$ cat src/hw/rtl/dhb_pkg.sv
// Shared types, widths and constants of the dual H-bridge command block.
`timescale 1ns / 1ps

package dhb_pkg;

  // Field widths
  localparam int CMD_W  = 16;              // signed command and request width
  localparam int LIM_W  = 15;              // command limit / magnitude width
  localparam int PER_W  = 16;              // PWM period and compare width
  localparam int DIVD_W = LIM_W + PER_W;   // magnitude * period product width
  localparam int DIV_STEPS = DIVD_W;       // one quotient bit per step

  // Configuration port
  localparam int ADDR_W = 5;
  localparam int DATA_W = 32;
  localparam int IDX_W  = ADDR_W - 2;

  // Register indexes
  localparam logic [IDX_W-1:0] REG_COMMAND_LIMIT = 3'd0;
  localparam logic [IDX_W-1:0] REG_PWM_PERIOD    = 3'd1;
  localparam logic [IDX_W-1:0] REG_LEFT_FWD      = 3'd2;
  localparam logic [IDX_W-1:0] REG_RIGHT_FWD     = 3'd3;
  localparam logic [IDX_W-1:0] REG_SWAP_SIDES    = 3'd4;

  // Register reset values
  localparam logic [LIM_W-1:0] LIMIT_RST  = 15'd1000;
  localparam logic [PER_W-1:0] PERIOD_RST = 16'd500;
  localparam logic             LEFT_FWD_RST  = 1'b1;
  localparam logic             RIGHT_FWD_RST = 1'b0;
  localparam logic             SWAP_RST      = 1'b0;

  // Item kinds
  localparam logic KIND_DRIVE = 1'b0;
  localparam logic KIND_STOP  = 1'b1;

  // Dead time between the safe and the final result, in clock cycles
  localparam int DEAD_TIME_CYCLES_DEF = 32001;

  typedef struct packed {
    logic [LIM_W-1:0] command_limit;
    logic [PER_W-1:0] pwm_period;
    logic             left_forward_in1_high;
    logic             right_forward_in1_high;
    logic             swap_sides;
  } cfg_t;

  typedef struct packed {
    logic                    chan_a_in1;
    logic                    chan_a_in2;
    logic                    chan_b_in1;
    logic                    chan_b_in2;
    logic [PER_W-1:0]        chan_a_compare;
    logic [PER_W-1:0]        chan_b_compare;
    logic signed [CMD_W-1:0] left_command_now;
    logic signed [CMD_W-1:0] right_command_now;
    logic                    last;
  } res_t;

  // Controller to datapath
  typedef struct packed {
    logic capture;
    logic ld_stop;
    logic ld_safe;
    logic mul;
    logic div_step;
    logic ld_final;
  } cmd_t;

  // Datapath to controller
  typedef struct packed {
    logic stop;
    logic flip;
  } status_t;

endpackage

$ cat src/hw/rtl/dhb_chan_if.sv
// Request and result channel interfaces of the dual H-bridge command block.
`timescale 1ns / 1ps

interface dhb_in_if;
  logic                                   valid;
  logic                                   ready;
  logic                                   kind;
  logic signed [dhb_pkg::CMD_W-1:0]       left_request;
  logic signed [dhb_pkg::CMD_W-1:0]       right_request;

  modport source (output valid, kind, left_request, right_request, input ready);
  modport sink   (input valid, kind, left_request, right_request, output ready);
endinterface

interface dhb_out_if;
  logic                                   valid;
  logic                                   ready;
  logic                                   chan_a_in1;
  logic                                   chan_a_in2;
  logic                                   chan_b_in1;
  logic                                   chan_b_in2;
  logic [dhb_pkg::PER_W-1:0]              chan_a_compare;
  logic [dhb_pkg::PER_W-1:0]              chan_b_compare;
  logic signed [dhb_pkg::CMD_W-1:0]       left_command_now;
  logic signed [dhb_pkg::CMD_W-1:0]       right_command_now;
  logic                                   last;

  modport source (output valid, chan_a_in1, chan_a_in2, chan_b_in1, chan_b_in2,
                  chan_a_compare, chan_b_compare, left_command_now,
                  right_command_now, last, input ready);
  modport sink   (input valid, chan_a_in1, chan_a_in2, chan_b_in1, chan_b_in2,
                  chan_a_compare, chan_b_compare, left_command_now,
                  right_command_now, last, output ready);
endinterface

$ cat src/hw/rtl/dual_hbridge_pwm_command_core.sv
// Top level: saturate two motor commands and drive two H-bridge channels.
// A stop request shows its result in the cycle after acceptance; a drive
// request goes through the multiply, 31 divide steps and the FINAL state.
// A reversal shows the safe result in the cycle after acceptance; the final
// result follows the dead time, the multiply and the divide steps once the
// safe result is taken. One request at a time: no new request is accepted
// until the last result is taken. Reset (rst_n low, synchronous) clears pins,
// compares and stored commands to zero and loads the register defaults.
`timescale 1ns / 1ps

module dual_hbridge_pwm_command_core #(
  parameter int DEAD_TIME_CYCLES = dhb_pkg::DEAD_TIME_CYCLES_DEF
) (
  input  logic                        clk,
  input  logic                        rst_n,
  dhb_in_if.sink                      in_ch,
  dhb_out_if.source                   out_ch,
  input  logic                        psel,
  input  logic                        penable,
  input  logic                        pwrite,
  input  logic [dhb_pkg::ADDR_W-1:0]  paddr,
  input  logic [dhb_pkg::DATA_W-1:0]  pwdata,
  output logic [dhb_pkg::DATA_W-1:0]  prdata,
  output logic                        pready
);

  dhb_pkg::cfg_t    cfg;
  dhb_pkg::cmd_t    cmd;
  dhb_pkg::status_t status;
  dhb_pkg::res_t    res;
  logic             in_ready;
  logic             out_valid;

  dhb_regs u_regs (
    .clk     (clk),
    .rst_n   (rst_n),
    .psel    (psel),
    .penable (penable),
    .pwrite  (pwrite),
    .paddr   (paddr),
    .pwdata  (pwdata),
    .prdata  (prdata),
    .pready  (pready),
    .cfg     (cfg)
  );

  dhb_ctrl #(
    .DEAD_TIME_CYCLES (DEAD_TIME_CYCLES)
  ) u_ctrl (
    .clk       (clk),
    .rst_n     (rst_n),
    .in_valid  (in_ch.valid),
    .in_ready  (in_ready),
    .out_valid (out_valid),
    .out_ready (out_ch.ready),
    .status    (status),
    .cmd       (cmd)
  );

  dhb_dp u_dp (
    .clk              (clk),
    .rst_n            (rst_n),
    .cfg              (cfg),
    .cmd              (cmd),
    .status           (status),
    .in_kind          (in_ch.kind),
    .in_left_request  (in_ch.left_request),
    .in_right_request (in_ch.right_request),
    .res              (res)
  );

  // Drive the channel ports
  assign in_ch.ready              = in_ready;
  assign out_ch.valid             = out_valid;
  assign out_ch.chan_a_in1        = res.chan_a_in1;
  assign out_ch.chan_a_in2        = res.chan_a_in2;
  assign out_ch.chan_b_in1        = res.chan_b_in1;
  assign out_ch.chan_b_in2        = res.chan_b_in2;
  assign out_ch.chan_a_compare    = res.chan_a_compare;
  assign out_ch.chan_b_compare    = res.chan_b_compare;
  assign out_ch.left_command_now  = res.left_command_now;
  assign out_ch.right_command_now = res.right_command_now;
  assign out_ch.last              = res.last;

endmodule

$ cat src/hw/rtl/dhb_regs.sv
// APB-style configuration registers of the dual H-bridge command block.
`timescale 1ns / 1ps

module dhb_regs (
  input  logic                         clk,
  input  logic                         rst_n,
  input  logic                         psel,
  input  logic                         penable,
  input  logic                         pwrite,
  input  logic [dhb_pkg::ADDR_W-1:0]   paddr,
  input  logic [dhb_pkg::DATA_W-1:0]   pwdata,
  output logic [dhb_pkg::DATA_W-1:0]   prdata,
  output logic                         pready,
  output dhb_pkg::cfg_t                cfg
);

  dhb_pkg::cfg_t                 cfg_r;
  logic                          wr_en;
  logic [dhb_pkg::IDX_W-1:0]     idx;

  assign pready = 1'b1;
  assign wr_en  = psel && penable && pwrite;
  assign idx    = paddr[dhb_pkg::ADDR_W-1:2];
  assign cfg    = cfg_r;

  // Write the addressed register, keep only its low bits
  always_ff @(posedge clk) begin
    if (!rst_n) begin
      cfg_r.command_limit          <= dhb_pkg::LIMIT_RST;
      cfg_r.pwm_period             <= dhb_pkg::PERIOD_RST;
      cfg_r.left_forward_in1_high  <= dhb_pkg::LEFT_FWD_RST;
      cfg_r.right_forward_in1_high <= dhb_pkg::RIGHT_FWD_RST;
      cfg_r.swap_sides             <= dhb_pkg::SWAP_RST;
    end else if (wr_en) begin
      unique case (idx)
        dhb_pkg::REG_COMMAND_LIMIT: cfg_r.command_limit <= pwdata[dhb_pkg::LIM_W-1:0];
        dhb_pkg::REG_PWM_PERIOD:    cfg_r.pwm_period    <= pwdata[dhb_pkg::PER_W-1:0];
        dhb_pkg::REG_LEFT_FWD:      cfg_r.left_forward_in1_high  <= pwdata[0];
        dhb_pkg::REG_RIGHT_FWD:     cfg_r.right_forward_in1_high <= pwdata[0];
        dhb_pkg::REG_SWAP_SIDES:    cfg_r.swap_sides    <= pwdata[0];
        default: ;
      endcase
    end
  end

  // Read back the addressed register
  always_comb begin
    unique case (idx)
      dhb_pkg::REG_COMMAND_LIMIT: prdata = dhb_pkg::DATA_W'(cfg_r.command_limit);
      dhb_pkg::REG_PWM_PERIOD:    prdata = dhb_pkg::DATA_W'(cfg_r.pwm_period);
      dhb_pkg::REG_LEFT_FWD:      prdata = dhb_pkg::DATA_W'(cfg_r.left_forward_in1_high);
      dhb_pkg::REG_RIGHT_FWD:     prdata = dhb_pkg::DATA_W'(cfg_r.right_forward_in1_high);
      dhb_pkg::REG_SWAP_SIDES:    prdata = dhb_pkg::DATA_W'(cfg_r.swap_sides);
      default:                    prdata = '0;
    endcase
  end

endmodule

$ cat src/hw/rtl/dhb_div.sv
// Serial restoring divider: one quotient bit per step, compare value result.
`timescale 1ns / 1ps

module dhb_div (
  input  logic                          clk,
  input  logic                          load,
  input  logic                          step,
  input  logic [dhb_pkg::DIVD_W-1:0]    dividend,
  input  logic [dhb_pkg::LIM_W-1:0]     divisor,
  output logic [dhb_pkg::PER_W-1:0]     quot_nxt
);

  // Quotient bits shift in at the bottom as dividend bits leave the top
  logic [dhb_pkg::DIVD_W-1:0]  q_r;
  logic [dhb_pkg::DIVD_W-1:0]  q_nxt;
  logic [dhb_pkg::LIM_W-1:0]   rem_r;
  logic [dhb_pkg::LIM_W-1:0]   rem_nxt;
  logic [dhb_pkg::LIM_W:0]     trial;
  logic [dhb_pkg::LIM_W:0]     diff;
  logic                        ge;

  always_comb begin
    trial    = {rem_r, q_r[dhb_pkg::DIVD_W-1]};
    diff     = trial - {1'b0, divisor};
    ge       = trial >= {1'b0, divisor};
    rem_nxt  = ge ? diff[dhb_pkg::LIM_W-1:0] : trial[dhb_pkg::LIM_W-1:0];
    q_nxt    = {q_r[dhb_pkg::DIVD_W-2:0], ge};
    quot_nxt = q_nxt[dhb_pkg::PER_W-1:0];
  end

  always_ff @(posedge clk) begin
    if (load) begin
      q_r   <= dividend;
      rem_r <= '0;
    end else if (step) begin
      q_r   <= q_nxt;
      rem_r <= rem_nxt;
    end
  end

endmodule

$ cat src/hw/rtl/dhb_dp.sv
// Datapath: saturation, reversal check, duty scaling and the result register.
`timescale 1ns / 1ps

module dhb_dp (
  input  logic                              clk,
  input  logic                              rst_n,
  input  dhb_pkg::cfg_t                     cfg,
  input  dhb_pkg::cmd_t                     cmd,
  output dhb_pkg::status_t                  status,
  input  logic                              in_kind,
  input  logic signed [dhb_pkg::CMD_W-1:0]  in_left_request,
  input  logic signed [dhb_pkg::CMD_W-1:0]  in_right_request,
  output dhb_pkg::res_t                     res
);

  function automatic logic signed [dhb_pkg::CMD_W-1:0] sat_cmd(
    input logic signed [dhb_pkg::CMD_W-1:0] v,
    input logic [dhb_pkg::LIM_W-1:0]        lim
  );
    logic signed [dhb_pkg::CMD_W:0] v_x;
    logic signed [dhb_pkg::CMD_W:0] l_x;
    logic signed [dhb_pkg::CMD_W:0] nl_x;
    logic signed [dhb_pkg::CMD_W:0] r_x;
    v_x  = {v[dhb_pkg::CMD_W-1], v};
    l_x  = {2'b00, lim};
    nl_x = -l_x;
    if (v_x > l_x)       r_x = l_x;
    else if (v_x < nl_x) r_x = nl_x;
    else                 r_x = v_x;
    return r_x[dhb_pkg::CMD_W-1:0];
  endfunction

  function automatic logic [dhb_pkg::LIM_W-1:0] mag_of(
    input logic signed [dhb_pkg::CMD_W-1:0] v
  );
    logic signed [dhb_pkg::CMD_W-1:0] n;
    n = -v;
    return v[dhb_pkg::CMD_W-1] ? n[dhb_pkg::LIM_W-1:0] : v[dhb_pkg::LIM_W-1:0];
  endfunction

  function automatic logic flips(
    input logic signed [dhb_pkg::CMD_W-1:0] prev,
    input logic signed [dhb_pkg::CMD_W-1:0] next
  );
    return (prev != '0) && (next != '0) &&
           (prev[dhb_pkg::CMD_W-1] != next[dhb_pkg::CMD_W-1]);
  endfunction

  // Direction pins {IN1, IN2}
  function automatic logic [1:0] side_pins(
    input logic signed [dhb_pkg::CMD_W-1:0] c,
    input logic                             fwd
  );
    if (c == '0)                   return 2'b00;
    else if (c[dhb_pkg::CMD_W-1])  return {~fwd, fwd};
    else                           return {fwd, ~fwd};
  endfunction

  logic [dhb_pkg::LIM_W-1:0]          lim_eff;
  logic signed [dhb_pkg::CMD_W-1:0]   left_sat;
  logic signed [dhb_pkg::CMD_W-1:0]   right_sat;
  logic                               lf;
  logic                               rf;
  logic signed [dhb_pkg::CMD_W-1:0]   left_sat_r;
  logic signed [dhb_pkg::CMD_W-1:0]   right_sat_r;
  logic [dhb_pkg::LIM_W-1:0]          left_mag_r;
  logic [dhb_pkg::LIM_W-1:0]          right_mag_r;
  logic [dhb_pkg::DIVD_W-1:0]         left_prod;
  logic [dhb_pkg::DIVD_W-1:0]         right_prod;
  logic [dhb_pkg::PER_W-1:0]          left_quot;
  logic [dhb_pkg::PER_W-1:0]          right_quot;
  logic [1:0]                         l_pins;
  logic [1:0]                         r_pins;
  dhb_pkg::res_t                      res_r;
  dhb_pkg::res_t                      res_nxt;

  // Saturate the request and check for a reversal against the stored commands
  always_comb begin
    lim_eff   = (cfg.command_limit == '0) ? dhb_pkg::LIM_W'(1) : cfg.command_limit;
    left_sat  = sat_cmd(in_left_request, lim_eff);
    right_sat = sat_cmd(in_right_request, lim_eff);
    lf        = flips(res_r.left_command_now, left_sat);
    rf        = flips(res_r.right_command_now, right_sat);
    status.stop = (in_kind == dhb_pkg::KIND_STOP);
    status.flip = lf || rf;
  end

  // Hold the saturated commands of the accepted request
  always_ff @(posedge clk) begin
    if (cmd.capture) begin
      left_sat_r  <= left_sat;
      right_sat_r <= right_sat;
      left_mag_r  <= mag_of(left_sat);
      right_mag_r <= mag_of(right_sat);
    end
  end

  // Magnitude times period, registered into the dividers
  assign left_prod  = {{dhb_pkg::PER_W{1'b0}}, left_mag_r} *
                      {{dhb_pkg::LIM_W{1'b0}}, cfg.pwm_period};
  assign right_prod = {{dhb_pkg::PER_W{1'b0}}, right_mag_r} *
                      {{dhb_pkg::LIM_W{1'b0}}, cfg.pwm_period};

  dhb_div u_div_left (
    .clk      (clk),
    .load     (cmd.mul),
    .step     (cmd.div_step),
    .dividend (left_prod),
    .divisor  (lim_eff),
    .quot_nxt (left_quot)
  );

  dhb_div u_div_right (
    .clk      (clk),
    .load     (cmd.mul),
    .step     (cmd.div_step),
    .dividend (right_prod),
    .divisor  (lim_eff),
    .quot_nxt (right_quot)
  );

  // Build the next result; the result register also holds the driven levels
  always_comb begin
    l_pins  = side_pins(left_sat_r, cfg.left_forward_in1_high);
    r_pins  = side_pins(right_sat_r, cfg.right_forward_in1_high);
    res_nxt = res_r;
    if (cmd.ld_stop) begin
      res_nxt      = '0;
      res_nxt.last = 1'b1;
    end else if (cmd.ld_safe) begin
      // zero the reversing side's compare, keep pins and stored commands
      if ((lf && !cfg.swap_sides) || (rf && cfg.swap_sides)) res_nxt.chan_a_compare = '0;
      if ((lf && cfg.swap_sides) || (rf && !cfg.swap_sides)) res_nxt.chan_b_compare = '0;
      res_nxt.last = 1'b0;
    end else if (cmd.ld_final) begin
      if (cfg.swap_sides) begin
        {res_nxt.chan_a_in1, res_nxt.chan_a_in2} = r_pins;
        {res_nxt.chan_b_in1, res_nxt.chan_b_in2} = l_pins;
        res_nxt.chan_a_compare = right_quot;
        res_nxt.chan_b_compare = left_quot;
      end else begin
        {res_nxt.chan_a_in1, res_nxt.chan_a_in2} = l_pins;
        {res_nxt.chan_b_in1, res_nxt.chan_b_in2} = r_pins;
        res_nxt.chan_a_compare = left_quot;
        res_nxt.chan_b_compare = right_quot;
      end
      res_nxt.left_command_now  = left_sat_r;
      res_nxt.right_command_now = right_sat_r;
      res_nxt.last              = 1'b1;
    end
  end

  always_ff @(posedge clk) begin
    if (!rst_n) begin
      res_r <= '0;
    end else begin
      res_r <= res_nxt;
    end
  end

  assign res = res_r;

endmodule

$ cat src/hw/rtl/dhb_ctrl.sv
// Controller: sequences capture, safe result, dead time, divide and final result.
`timescale 1ns / 1ps

module dhb_ctrl #(
  parameter int DEAD_TIME_CYCLES = dhb_pkg::DEAD_TIME_CYCLES_DEF
) (
  input  logic              clk,
  input  logic              rst_n,
  input  logic              in_valid,
  output logic              in_ready,
  output logic              out_valid,
  input  logic              out_ready,
  input  dhb_pkg::status_t  status,
  output dhb_pkg::cmd_t     cmd
);

  localparam int DEAD_W = (DEAD_TIME_CYCLES > 1) ? $clog2(DEAD_TIME_CYCLES) : 1;
  localparam int DIVC_W = $clog2(dhb_pkg::DIV_STEPS);

  localparam logic [2:0] S_IDLE  = 3'd0;
  localparam logic [2:0] S_SAFE  = 3'd1;
  localparam logic [2:0] S_DEAD  = 3'd2;
  localparam logic [2:0] S_MUL   = 3'd3;
  localparam logic [2:0] S_DIV   = 3'd4;
  localparam logic [2:0] S_FINAL = 3'd5;

  logic [2:0]        state_r, state_nxt;
  logic [DEAD_W-1:0] dead_cnt_r, dead_cnt_nxt;
  logic [DIVC_W-1:0] div_cnt_r, div_cnt_nxt;

  always_comb begin
    state_nxt    = state_r;
    dead_cnt_nxt = dead_cnt_r;
    div_cnt_nxt  = div_cnt_r;
    cmd          = '0;
    in_ready     = 1'b0;
    out_valid    = 1'b0;
    unique case (state_r)
      S_IDLE: begin
        in_ready = 1'b1;
        if (in_valid) begin
          cmd.capture = 1'b1;
          if (status.stop) begin
            cmd.ld_stop = 1'b1;
            state_nxt   = S_FINAL;
          end else if (status.flip) begin
            cmd.ld_safe = 1'b1;
            state_nxt   = S_SAFE;
          end else begin
            state_nxt   = S_MUL;
          end
        end
      end
      S_SAFE: begin
        out_valid = 1'b1;
        if (out_ready) begin
          dead_cnt_nxt = DEAD_W'(DEAD_TIME_CYCLES - 1);
          state_nxt    = S_DEAD;
        end
      end
      // wait out the dead time before driving the reversed direction
      S_DEAD: begin
        if (dead_cnt_r == '0) state_nxt = S_MUL;
        else                  dead_cnt_nxt = dead_cnt_r - 1'b1;
      end
      S_MUL: begin
        cmd.mul     = 1'b1;
        div_cnt_nxt = '0;
        state_nxt   = S_DIV;
      end
      S_DIV: begin
        cmd.div_step = 1'b1;
        if (div_cnt_r == DIVC_W'(dhb_pkg::DIV_STEPS - 1)) begin
          cmd.ld_final = 1'b1;
          state_nxt    = S_FINAL;
        end else begin
          div_cnt_nxt  = div_cnt_r + 1'b1;
        end
      end
      S_FINAL: begin
        out_valid = 1'b1;
        if (out_ready) state_nxt = S_IDLE;
      end
      default: state_nxt = S_IDLE;
    endcase
  end

  always_ff @(posedge clk) begin
    if (!rst_n) begin
      state_r    <= S_IDLE;
      dead_cnt_r <= '0;
      div_cnt_r  <= '0;
    end else begin
      state_r    <= state_nxt;
      dead_cnt_r <= dead_cnt_nxt;
      div_cnt_r  <= div_cnt_nxt;
    end
  end

endmodule

$ cat src/flat_wrapper.sv
// flat-port wrapper written by rule: the top's interface ports become plain ports
module dual_hbridge_pwm_command_core_flat 
#(
  parameter int DEAD_TIME_CYCLES = dhb_pkg::DEAD_TIME_CYCLES_DEF
)
  (clk, rst_n, psel, penable, pwrite, paddr, pwdata, prdata, pready, in_ch_valid, in_ch_kind, in_ch_left_request, in_ch_right_request, in_ch_ready, out_ch_valid, out_ch_chan_a_in1, out_ch_chan_a_in2, out_ch_chan_b_in1, out_ch_chan_b_in2, out_ch_chan_a_compare, out_ch_chan_b_compare, out_ch_left_command_now, out_ch_right_command_now, out_ch_last, out_ch_ready);
  dhb_in_if in_ch_i ();
  dhb_out_if out_ch_i ();
  input  logic clk;
  input  logic rst_n;
  input  logic psel;
  input  logic penable;
  input  logic pwrite;
  input  logic [dhb_pkg::ADDR_W-1:0] paddr;
  input  logic [dhb_pkg::DATA_W-1:0] pwdata;
  output logic [dhb_pkg::DATA_W-1:0] prdata;
  output logic pready;
  input wire logic [$bits(in_ch_i.valid)-1:0] in_ch_valid;
  input wire logic [$bits(in_ch_i.kind)-1:0] in_ch_kind;
  input wire logic [$bits(in_ch_i.left_request)-1:0] in_ch_left_request;
  input wire logic [$bits(in_ch_i.right_request)-1:0] in_ch_right_request;
  output wire logic [$bits(in_ch_i.ready)-1:0] in_ch_ready;
  output wire logic [$bits(out_ch_i.valid)-1:0] out_ch_valid;
  output wire logic [$bits(out_ch_i.chan_a_in1)-1:0] out_ch_chan_a_in1;
  output wire logic [$bits(out_ch_i.chan_a_in2)-1:0] out_ch_chan_a_in2;
  output wire logic [$bits(out_ch_i.chan_b_in1)-1:0] out_ch_chan_b_in1;
  output wire logic [$bits(out_ch_i.chan_b_in2)-1:0] out_ch_chan_b_in2;
  output wire logic [$bits(out_ch_i.chan_a_compare)-1:0] out_ch_chan_a_compare;
  output wire logic [$bits(out_ch_i.chan_b_compare)-1:0] out_ch_chan_b_compare;
  output wire logic [$bits(out_ch_i.left_command_now)-1:0] out_ch_left_command_now;
  output wire logic [$bits(out_ch_i.right_command_now)-1:0] out_ch_right_command_now;
  output wire logic [$bits(out_ch_i.last)-1:0] out_ch_last;
  input wire logic [$bits(out_ch_i.ready)-1:0] out_ch_ready;
  assign in_ch_i.valid = in_ch_valid;
  assign in_ch_i.kind = in_ch_kind;
  assign in_ch_i.left_request = in_ch_left_request;
  assign in_ch_i.right_request = in_ch_right_request;
  assign in_ch_ready = in_ch_i.ready;
  assign out_ch_valid = out_ch_i.valid;
  assign out_ch_chan_a_in1 = out_ch_i.chan_a_in1;
  assign out_ch_chan_a_in2 = out_ch_i.chan_a_in2;
  assign out_ch_chan_b_in1 = out_ch_i.chan_b_in1;
  assign out_ch_chan_b_in2 = out_ch_i.chan_b_in2;
  assign out_ch_chan_a_compare = out_ch_i.chan_a_compare;
  assign out_ch_chan_b_compare = out_ch_i.chan_b_compare;
  assign out_ch_left_command_now = out_ch_i.left_command_now;
  assign out_ch_right_command_now = out_ch_i.right_command_now;
  assign out_ch_last = out_ch_i.last;
  assign out_ch_i.ready = out_ch_ready;
  dual_hbridge_pwm_command_core #(.DEAD_TIME_CYCLES(DEAD_TIME_CYCLES)) u_core (.clk(clk), .rst_n(rst_n), .in_ch(in_ch_i), .out_ch(out_ch_i), .psel(psel), .penable(penable), .pwrite(pwrite), .paddr(paddr), .pwdata(pwdata), .prdata(prdata), .pready(pready));
endmodule
$ cat config.mk
export PLATFORM = sky130hd
export DESIGN_NAME = dual_hbridge_pwm_command_core_flat
export DESIGN_NICKNAME = d
export VERILOG_FILES = /design/src/hw/rtl/dhb_pkg.sv /design/src/hw/rtl/dhb_chan_if.sv /design/src/hw/rtl/dual_hbridge_pwm_command_core.sv /design/src/hw/rtl/dhb_regs.sv /design/src/hw/rtl/dhb_div.sv /design/src/hw/rtl/dhb_dp.sv /design/src/hw/rtl/dhb_ctrl.sv /design/src/flat_wrapper.sv
export SDC_FILE = /design/constraint.sdc
export NUM_CORES = 2
export LEC_CHECK = 0
export BUFFER_PORTS_ARGS = -buffer_cell sky130_fd_sc_hd__buf_2
export CAP_MARGIN = 40
export CELL_PAD_IN_SITES_DETAIL_PLACEMENT = 1
export CELL_PAD_IN_SITES_GLOBAL_PLACEMENT = 2
export CORE_UTILIZATION = 30
export DETAILED_ROUTE_END_ITERATION = 8
export GPL_TIMING_DRIVEN = 0
export PLACE_DENSITY_LB_ADDON = 0.1
export SYNTH_ARGS = -nofsm -noshare
export SYNTH_HDL_FRONTEND = slang
export SYNTH_SLANG_ARGS = --single-unit
export TNS_END_PERCENT = 50
$ cat constraint.sdc
create_clock -name clk -period 8.6 [get_ports clk]
set_input_delay 0 -clock clk [delete_from_list [all_inputs] [get_ports clk]]
set_output_delay 0 -clock clk [all_outputs]
set_load 0.05 [all_outputs]
==> impl_metrics.yaml <==
floorplanning:
  rows: 117
  fp.dieW_um: 322.6
  core-area_um2: 101900
  dieHeight_um: 322.6
  initial_core_util_pct: 30.27
  die_area_um2: 104100
  io_pins: 181
routing:
  avgRoutedWirePerCell_um: 22.56
  drtIter0Drc: 970
  vias: 24910
  firstDrtPassIters: 5
  ant_nets: 0
  routed_via_density: 4.855
  drc: 0
  wl_um: 115700
clock_tree:
  cts_buffers: 39
  cts-root-buf: "clkbuf_16"
  clkSinkCount: 278
  clkLatencyLatePin_ns: 0.59
  cts_tree: "yes"
  clk_path_buf_depth: 3
  path_clk_slew_ns: 0.06
  htree_levels: 2
synthesis:
  syn_area_per_cell_um2: 8.889
  postSynth.asyncResetShare_pct: 0
  synth_cell_types: 88
  yosys.area.top_type: "fa_1"
  yosys.area.top_type_share_pct: 23.50
  ys_ff_latch: 278
  yosys-top-cells-area: "fa_1 24%, edfxtp_1 12%, ha_1 12%"
  yosys_warnings: 0
  syn_inst: 3469
  ys_seq_area_share_pct: 22.01
  netlist_area_um2: 30840
  ys.flop_type: "dfxtp_1"
  synth_edf_count: 122
critical_path:
  cp_max_fo: 10
  endpoint_kind: "flop"
  slowest_delay_ns: 0.64
  worstSetupPathType: "flop to flop"
  slowest_stage: "o41ai_1"
  crit_path_cell_trace: "clkbuf_1 > nand2_1 > fa_1 > inv_1 > fa_1 > fa_1 > inv_1 > fa_1 > fa_1 > inv_1 > fa_1 > ha_1 > o21ai_0 > nor2_1 > a21o_1 > o41a_1 > o41ai_1 > o21ai_0 > a211o_1 > a31o_2 > xnor2_1 > o21ai_0"
  cp-start-kind: "flop"
  required_ns: 8.89
  path_common_cell: "fa_1"
  crit_arrival_ns: 8.60
global_routing:
  grt_use_total_pct: 22.38
  grt_max_degree: 63
  first_global_vias: 26900
  grt.overflow.total: 0
  antenna_found_initial: 8
  grt_pass1_wl_um: 173100
timing:
  fmax_ghz: 0.1204
  slew_viol_final: 0
  tightest_slew_ns: 0.9076
  finalCriticalPeriod_ns: 8.306
  fin_skew_ns: 0.02708
  finalSetupViolCount: 0
  hold_viol: 0
  slew-limit-headroom_pct: 39.49
  period_share_pct: 96.58
  grt_setup_unrepaired: "yes"
placed_design:
  gp_congestion: 0.8221
  portBuffers: 143
  dpl.hpwl_um: 97010
run_status:
  outcome: "finished clean"
cells_and_area:
  drive_gt1_share_pct: 8.508
  multi_input_area_um2: 21760
  area_growth_pct: 14.49
  seqCellArea_um2: 6787
  final_core_util_pct: 34.65
  fin_nets: 4456
  mostFrequentLayoutCells: "626 x nand2_1, 424 x inv_1, 362 x fa_1"
  fill_cells: 12170
  layout_commonest_cell: "nand2_1"
worst_hold_path:
  hold_class: "input port to flop"
job:
  drv_cap: 0
-- cell usage after synthesis (5+ instances only) --
cell,number
o21a_1,13
xnor2_1,77
or3_1,10
or2_2,6
nor3_1,43
a22o_1,5
nand2_1,626
o21bai_1,5
nor2_1,157
buf_1,9
fa_1,362
o31ai_1,15
nor2b_1,23
edfxtp_1,122
ha_1,286
a21o_1,28
o22ai_1,26
buf_4,20
mux2_2,7
nand4_1,19
o41ai_1,5
mux2i_1,86
a21oi_1,157
nand2b_1,15
o22ai_2,10
nor4_1,29
a21boi_0,10
o21ai_1,6
clkbuf_1,144
xor2_1,44
and2_1,200
a31oi_1,13
inv_1,425
and3_1,16
a211oi_1,14
nand3_1,37
o21ai_0,141
dfxtp_1,156
o211ai_1,10
-- flip-flops by register name, indices dropped and copies added (netlist names), 15 cells and up --
| name | cells |
|---|---|
| u_core.u_dp.u_div_right.q_r | 31 |
| u_core.u_dp.u_div_left.rem_r | 15 |
| u_core.u_dp.right_sat_r | 16 |
| u_core.u_ctrl.dead_cnt_r | 15 |
| u_core.u_dp.u_div_left.q_r | 31 |
| u_core.u_regs.cfg | 34 |
| u_core.u_dp.res | 69 |
| u_core.u_dp.left_sat_r | 16 |
| u_core.u_dp.u_div_right.rem_r | 15 |
-- kinds of logic after synthesis --
| group | after synthesis | share of synthesized area (%) |
|---|---|---|
| and+or+nand+nor | 1210 | 18.14 |
| xor gates and xnor gates | 121 | 3.437 |
| muxes | 98 | 3.278 |
| buffers and inverters | 603 | 7.660 |
| other | 2 | 0.02435 |
| DFF | 278 | 22.01 |
| adders and majority gates | 648 | 35.11 |
| AOI/OAI and AO/OA | 509 | 10.35 |
-- worst paths after layout --
| kind | start | endpoint | slack, ns | cells past startpoint |
|---|---|---|---|---|
| max | u_core.u_dp.left_mag_r[3] | u_core.u_dp.u_div_left.q_r[30] | 0.29 | 22 |
| min | penable | u_core.u_regs.cfg[2] | 0.05 | 5 |
| max reg2reg | u_core.u_dp.left_mag_r[3] | u_core.u_dp.u_div_left.q_r[30] | 0.29 | 22 |
| min reg2reg | u_core.u_dp.res[50] | u_core.u_dp.res[50] | 0.47 | 2 |
-- worst max-delay path, delay by kind of cell, from the launching register on --
kind	cells	cell delay, ns
xor+xnor	1	0.16
buf+inv	4	0.76
simple gates	2	0.22
flops	1	0.50
compound gates	8	2.95
fa+ha+maj	7	3.43
-- area by class of cell --
class                           instances  share of cell area, %
Timing Repair Buffer                  204                  3.909
Clock buffer                           58                  3.225
Clock inverter                         13                 0.4182
Buffer                                177                  2.190
Multi-Input combinational cell       2605                  61.64
Sequential cell                       278                  19.22
Tap cell                             1368                  4.848
Inverter                              426                  4.536
Antenna cell                            2                0.01418
-- metal layers --
layer,wire [um],vias to the layer above,share of wire (%),track usage [%]
met2,57940,315,50,39.97
met5,7,-,0.0060,0
met4,2452,2,2.1,5.066
met3,2921,93,2.5,1.871
met1,52410,12640,45,29.13
li1,-,11860,-,-
-- per-stage QoR --
step,worst slack (ns),cells,area (um2),TNS (ns),hold WS (ns)
after CTS,0.004754,5129,35280,0,0.006878
after floorplan,2.043,3486,30900,0,0.1242
final,0.2939,5131,35310,0,0.04625
after global routing,-0.04189,5129,35300,-0.04189,0.05566
after global placement,-0.02783,4997,33330,-0.02783,0.2590
after detailed placement,0.07280,5030,33720,0,0.2610
-- what timing repair did --
action,in CTS,in global routing
hold buffers,28,0
setup endpoints to repair,0,2
resized for setup,0,18
hold endpoints to repair,51,0
setup buffers,0,0
Power is left out: the tool's default activity adds up to more than one toggle a clock period on the data nets, which glitch-free logic cannot reach.
